File: src/rtl/msq_pkg.sv
package msq_pkg;

  localparam int DATA_W = 32;
  localparam int DEFAULT_STACK_DEPTH = 32;

  typedef enum logic [1:0] {
    FUNC_PUSH = 2'd0,
    FUNC_POP  = 2'd1,
    FUNC_MIN  = 2'd2,
    FUNC_DUMP = 2'd3
  } func_t;

  typedef enum logic [1:0] {
    ST_OK    = 2'd0,
    ST_EMPTY = 2'd1,
    ST_FULL  = 2'd2
  } status_t;

  typedef enum logic {
    S_IDLE,
    S_DUMP
  } state_t;

  // One stack entry: the stored value and the minimum of it and all below it.
  typedef struct packed {
    logic signed [DATA_W-1:0] elem;
    logic signed [DATA_W-1:0] rmin;
  } entry_t;

  // Shift commands broadcast to every cell of the chain.
  typedef struct packed {
    logic push;
    logic pop;
    logic rot;
  } cell_ctl_t;

endpackage

File: src/rtl/stack_with_minimum_query_core.sv
// Bounded LIFO stack of signed 32-bit words with a constant-time minimum
// query. The stack lives in a chain of identical cells, cell 0 being the top;
// every cell keeps its word together with the minimum of that word and all
// words below it, so a minimum query reads cell 0 only. Push, pop and minimum
// take one input word and give one result word, and a new input word can be
// taken every cycle as long as the result side does not stall. A dump gives
// one result word per stored element, top first, with last set on the bottom
// one; the chain rotates by one cell for each result word to bring each
// element to the top, and after a full turn the stack is back in its
// original order. No input word is taken while a dump is in progress. Pop,
// minimum or dump on an empty stack and push on a full stack give one result
// word with the empty or full status. Result words sit in a single output
// register; while a finished result waits there to be taken, the input is
// stalled as well.
module stack_with_minimum_query_core #(
  parameter int STACK_DEPTH = msq_pkg::DEFAULT_STACK_DEPTH
) (
  input  logic                             clk,
  input  logic                             rst,

  input  logic                             in_valid,
  output logic                             in_stall,
  input  logic [1:0]                       func,
  input  logic signed [msq_pkg::DATA_W-1:0] push_value,

  output logic                             out_valid,
  input  logic                             out_stall,
  output logic signed [msq_pkg::DATA_W-1:0] result_value,
  output logic [1:0]                       status,
  output logic                             last
);

  localparam int CNT_W = $clog2(STACK_DEPTH + 1);

  // The chain of cells and its neighbor connections.
  msq_pkg::entry_t   chain [STACK_DEPTH];
  msq_pkg::entry_t   above [STACK_DEPTH];
  msq_pkg::entry_t   below [STACK_DEPTH];
  msq_pkg::entry_t   push_entry;
  msq_pkg::cell_ctl_t ctl;

  // Control registers.
  msq_pkg::state_t   state, state_next;
  logic [CNT_W-1:0]  count, count_next;
  logic [CNT_W-1:0]  rem, rem_next;
  logic              out_valid_next;
  logic signed [msq_pkg::DATA_W-1:0] result_value_next;
  logic [1:0]        status_next;
  logic              last_next;

  logic              out_free;
  logic              is_full;
  logic              is_empty;
  msq_pkg::entry_t   top;

  assign top      = chain[0];
  assign out_free = !out_valid || !out_stall;
  assign in_stall = (state == msq_pkg::S_DUMP) || !out_free;
  assign is_full  = (count == CNT_W'(STACK_DEPTH));
  assign is_empty = (count == '0);

  // The new top entry carries the smaller of the pushed word and the minimum
  // held by the current top.
  always_comb begin
    push_entry.elem = push_value;
    if (!is_empty && (top.rmin < push_value)) begin
      push_entry.rmin = top.rmin;
    end else begin
      push_entry.rmin = push_value;
    end
  end

  genvar gi;
  generate
    for (gi = 0; gi < STACK_DEPTH; gi++) begin : g_cell
      if (gi == 0) begin : g_first
        assign above[gi] = push_entry;
      end else begin : g_inner
        assign above[gi] = chain[gi-1];
      end
      if (gi == STACK_DEPTH - 1) begin : g_last
        assign below[gi] = chain[gi];
      end else begin : g_body
        assign below[gi] = chain[gi+1];
      end

      msq_cell #(
        .IDX   (gi),
        .CNT_W (CNT_W)
      ) u_cell (
        .clk        (clk),
        .ctl        (ctl),
        .count      (count),
        .from_above (above[gi]),
        .from_below (below[gi]),
        .from_top   (chain[0]),
        .held       (chain[gi])
      );
    end
  endgenerate

  always_ff @(posedge clk) begin
    if (rst) begin
      state     <= msq_pkg::S_IDLE;
      count     <= '0;
      rem       <= '0;
      out_valid <= 1'b0;
    end else begin
      state     <= state_next;
      count     <= count_next;
      rem       <= rem_next;
      out_valid <= out_valid_next;
    end
  end

  always_ff @(posedge clk) begin
    result_value <= result_value_next;
    status       <= status_next;
    last         <= last_next;
  end

  always_comb begin
    state_next        = state;
    count_next        = count;
    rem_next          = rem;
    out_valid_next    = out_valid && out_stall;
    result_value_next = result_value;
    status_next       = status;
    last_next         = last;
    ctl               = '0;

    unique case (state)
      msq_pkg::S_IDLE: begin
        if (in_valid && out_free) begin
          out_valid_next    = 1'b1;
          result_value_next = '0;
          status_next       = msq_pkg::ST_OK;
          last_next         = 1'b1;
          unique case (msq_pkg::func_t'(func))
            msq_pkg::FUNC_PUSH: begin
              if (is_full) begin
                status_next = msq_pkg::ST_FULL;
              end else begin
                ctl.push   = 1'b1;
                count_next = count + CNT_W'(1);
              end
            end
            msq_pkg::FUNC_POP: begin
              if (is_empty) begin
                status_next = msq_pkg::ST_EMPTY;
              end else begin
                result_value_next = top.elem;
                ctl.pop           = 1'b1;
                count_next        = count - CNT_W'(1);
              end
            end
            msq_pkg::FUNC_MIN: begin
              if (is_empty) begin
                status_next = msq_pkg::ST_EMPTY;
              end else begin
                result_value_next = top.rmin;
              end
            end
            msq_pkg::FUNC_DUMP: begin
              if (is_empty) begin
                status_next = msq_pkg::ST_EMPTY;
              end else begin
                // The top word goes out now; the rest follow one per cycle while the result side does not stall.
                result_value_next = top.elem;
                ctl.rot           = 1'b1;
                if (count != CNT_W'(1)) begin
                  last_next  = 1'b0;
                  rem_next   = count - CNT_W'(1);
                  state_next = msq_pkg::S_DUMP;
                end
              end
            end
            default: begin
              status_next = msq_pkg::ST_OK;
            end
          endcase
        end
      end
      msq_pkg::S_DUMP: begin
        if (out_free) begin
          out_valid_next    = 1'b1;
          result_value_next = top.elem;
          status_next       = msq_pkg::ST_OK;
          ctl.rot           = 1'b1;
          rem_next          = rem - CNT_W'(1);
          if (rem == CNT_W'(1)) begin
            last_next  = 1'b1;
            state_next = msq_pkg::S_IDLE;
          end else begin
            last_next = 1'b0;
          end
        end
      end
      default: begin
        state_next = msq_pkg::S_IDLE;
      end
    endcase
  end

endmodule

File: src/rtl/msq_cell.sv
// One stack slot. Push moves entries one slot deeper, pop moves them one slot
// toward the top, and rotate does the same as pop except that the deepest
// occupied slot takes the top entry, so the stack comes back after a full turn.
module msq_cell #(
  parameter int IDX   = 0,
  parameter int CNT_W = 6
) (
  input  logic                clk,
  input  msq_pkg::cell_ctl_t  ctl,
  input  logic [CNT_W-1:0]    count,
  input  msq_pkg::entry_t     from_above,
  input  msq_pkg::entry_t     from_below,
  input  msq_pkg::entry_t     from_top,
  output msq_pkg::entry_t     held
);

  logic is_end;

  assign is_end = (count == CNT_W'(IDX + 1));

  always_ff @(posedge clk) begin
    if (ctl.push) begin
      held <= from_above;
    end else if (ctl.pop) begin
      held <= from_below;
    end else if (ctl.rot) begin
      held <= is_end ? from_top : from_below;
    end
  end

endmodule

File: config.mk
export PLATFORM = sky130hd
export DESIGN_NAME = stack_with_minimum_query_core
export DESIGN_NICKNAME = d
export VERILOG_FILES = /design/src/rtl/msq_pkg.sv /design/src/rtl/stack_with_minimum_query_core.sv /design/src/rtl/msq_cell.sv
export SDC_FILE = /design/constraint.sdc
export NUM_CORES = 2
export LEC_CHECK = 0
export ABC_CLOCK_PERIOD_IN_PS = 55400
export BUFFER_PORTS_ARGS = -buffer_cell sky130_fd_sc_hd__buf_2
export CAP_MARGIN = 10
export CORE_MARGIN = 3
export CORE_UTILIZATION = 35
export DETAILED_ROUTE_END_ITERATION = 10
export PLACE_DENSITY = 0.62
export SLEW_MARGIN = 25
export SYNTH_ARGS = -nofsm -noshare
export SYNTH_HDL_FRONTEND = slang
export SYNTH_SLANG_ARGS = --single-unit
File: constraint.sdc
create_clock -name clk -period 55.4 [get_ports clk]
set_input_delay 13.85 -clock clk [delete_from_list [all_inputs] [get_ports clk]]
set_output_delay 13.85 -clock clk [all_outputs]
set_load 0.01 [all_outputs]
==> impl_results.md <==
- Outcome: completed
- IO Pins: 75
- Post-synth top flop: edfxtp_1
- Clock Tree Buf Depth: 4
- Crit Path Category: in -> out
- Syn_nets: 9346
- Endpoints failing setup: 0
- Slew headroom: 21.7%
- Number of distinct library cells after synthesis: 57
- Skew final: 49.5 ps
- Average size of a mapped cell: 11.5 um^2
- Die height: 558 um
- Pwr Total: 3.83 mW
- CTS buffer count: 220
- Slew Limit Fails: 0
- Number of global-route vias before repair: 67624
- Share of layout cells above drive strength 1: 6.85%
- Die X-Extent: 558 um
- Synth async-reset ratio: 0%
- H-tree depth: 4
- Flop and latch count out of synthesis: 2097
- Worst setup EP type: output port
- CTS tree: yes
- Leak Pwr: 48.9 nW
- Grt ovf: 0
- Clk sink count: 2097
- Most common cell after layout, fill and taps aside: nand2_1
- Yosys warning total: 0
- Net count, final: 8964
- First-pass GRT wire length: 420 mm
- CTS root buffer: clkbuf_16
- Critical path endpoint: in_stall
- DP HPWL: 151 mm
- Number of synthesized flops with an enable pin: 2083
- Fin cells: 13021
- Tmin final: 28350 ps
- Worst R2R Setup Slack: 48000 ps
- Critical path arrival: 14500 ps
- Unrepaired setup endpoints after global routing: no
- Final period util: 51.2%
- Total wire length: 280 mm
- CTS resizes: 0
- CP Cell Sequence: buf_2, a21oi_2, inv_1, buf_2
- Initial Util: 35.4%
- Worst path required time: 41550 ps
- Core ar.: 301000 um^2
- Skew-Pair Late Insertion Delay: 890 ps
- Cells after DPL: 12593
- Worst slew pin tran: 1160 ps
- Synthesized area: 107000 um^2
- Crit-path max cell delay: 290 ps
- Area Growth Syn to Fin: 8.78%
- Post-DP Area: 109000 um^2
- CP max FO: 7
- Sequential element share of the synthesized area: 59.0%
- Wire per inst: 21.5 um
- Total global-route track usage: 17.3%
- Initial DRC Count: 7978
- DRC Markers: 0
- Capture point of the worst reg-to-reg path: g_cell[23].u_cell.held[60]$_DFFE_PP_
- Input/output buffers: 74
- Most frequent cells in the layout: 2241 x nand2_1, 2083 x edfxtp_1, 1842 x mux2i_1, 1740 x o21ai_0, 223 x clkbuf_16
- Largest net degree at the start of global routing: 339
- Setup_tns: 0 ps
- Worst Setup Start Kind: input pin
- Placer Congestion: 0.774
- Worst-path clk slew: 60 ps
- MaxCap Viol Count: 0
- Rows: 201
- Number of setup buffers added after CTS: 0
- Worst reg2reg startpoint: count[0]$_SDFFE_PP0P_
- # hold bufs at CTS: 0
- Fmax: 35.3 MHz
- Vias/cell: 5.43
- DR vias: 70670
- Max rail drop VDD: 0.0250 mV
- Post-Synthesis Cells: 9271
- CP dominant cell by count: buf_2
- Min-Delay Path Class: reg -> reg
- DRT antenna net count: 0
- Critical-path top delay cell: a21oi_2
- Die area: 311000 um^2
- Initial antenna violation count: 15
- Reg2reg path depth: 12
- CP Launch Point: out_stall
- Finished Cell Area: 116000 um^2
- Pwr per Cell Area: 33.1 nW/um^2
- Final hold vios: 0
- DRT Pass-1 Iters: 7
## worst max-delay path: cells and delay by family
| kind | cells | cell delay, ps |
|---|---|---|
| AOI/OAI and AO/OA | 1 | 290 |
| buffers and inverters | 3 | 360 |
## synthesized netlist by cell type (3+ instances only)
master    count  area share, %
clkbuf_1    446            1.6
o211ai_1     29           0.20
nand4_1       6          0.035
a22o_1       32           0.26
a22oi_1       3          0.021
nor4_1        5          0.029
mux2i_1    1842             17
buf_4        69           0.49
nor2_1       22          0.078
nand2b_1      7          0.041
and2_1        3          0.018
nand2_1    2243            7.9
a21oi_1      27           0.13
buf_2       241            1.1
mux2_1        5          0.053
mux2_2       60           0.63
inv_1        41           0.14
o21ai_0    1741            8.2
ha_1         37           0.43
buf_6       114            1.2
a32oi_1      15           0.12
nor3_1        9          0.042
o21ai_1     115           0.54
xnor2_1       7          0.058
edfxtp_1   2083             59
dfxtp_1      14           0.26
nand3_1       7          0.033
o31ai_1       5          0.035
## cell type report
cell class | count | area [um^2]
fillers | 28626 | 185000
flip-flops and latches | 2097 | 62800
multi-input cells | 6262 | 39000
clock buffers | 275 | 5780
well taps | 3958 | 4950
repair buffers | 266 | 2400
clock inverters | 115 | 812
inverters | 42 | 158
diodes | 6 | 15.0
## kinds of logic (layout without fill, tap and decap cells)
| group | Yosys count | in the layout | share of synthesized area (%) |
|---|---|---|---|
| AND/OR/NAND/NOR | 2318 | 2318 | 8.29 |
| flip-flops | 2097 | 2097 | 59.0 |
| AO/OA/AOI/OAI | 1993 | 1993 | 9.71 |
| multiplexers | 1907 | 1907 | 18.0 |
| buffers and inverters | 912 | 698 | 4.54 |
| adder cells (fa/ha/maj) | 37 | 37 | 0.434 |
| XOR/XNOR | 7 | 7 | 0.0575 |
| other | 0 | 6 | 0 |
## worst min path at each step
stage,from,end,slack [ps],depth (start not counted)
after CTS,rem[1]$_SDFFE_PP0P_,rem[1]$_SDFFE_PP0P_,520,2
after global routing,rem[1]$_SDFFE_PP0P_,rem[1]$_SDFFE_PP0P_,550,2
after global placement,rem[1]$_SDFFE_PP0P_,rem[1]$_SDFFE_PP0P_,480,2
after detailed placement,rem[1]$_SDFFE_PP0P_,rem[1]$_SDFFE_PP0P_,510,2
final,g_cell[22].u_cell.held[15]$_DFFE_PP_,g_cell[23].u_cell.held[15]$_DFFE_PP_,530,2
after floorplan,rem[1]$_SDFFE_PP0P_,rem[1]$_SDFFE_PP0P_,460,2
## state kept, by name, summed over array words and instances, names as in the netlist
| name | count |
|---|---|
| rem | 6 |
| count | 6 |
| state | 1 |
| result_value | 32 |
| out_valid | 1 |
| last | 1 |
| status | 2 |
| g_cell.u_cell.held | 2048 |
## stage by stage
stage          hold WS [ps]  worst slack (ps)  util [%]
2_1_floorplan           464             16540         -
3_3_place_gp            481             27030      36.1
3_5_place_dp            506             27080      36.1
4_1_cts                 517             27070      38.3
5_1_grt                 549             26990      38.5
6_report                529             27050      38.5
## power by group
group / total [mW] / leakage, nW / switching, mW / internal, mW
Combinational: 0.384 / 26.2 / 0.263 / 0.122
Clock: 1.41 / 3.22 / 0.629 / 0.784
Sequential: 2.04 / 19.5 / 0.0776 / 1.96
Total: 3.83 / 48.9 / 0.969 / 2.87
## layer usage
layer	routed length [um]	global-route usage (%)
met5	41	0
met4	5530	3.57
met3	21300	2.87
met2	126000	27.1
met1	127000	25.2
(Power assumes the default switching activity.)
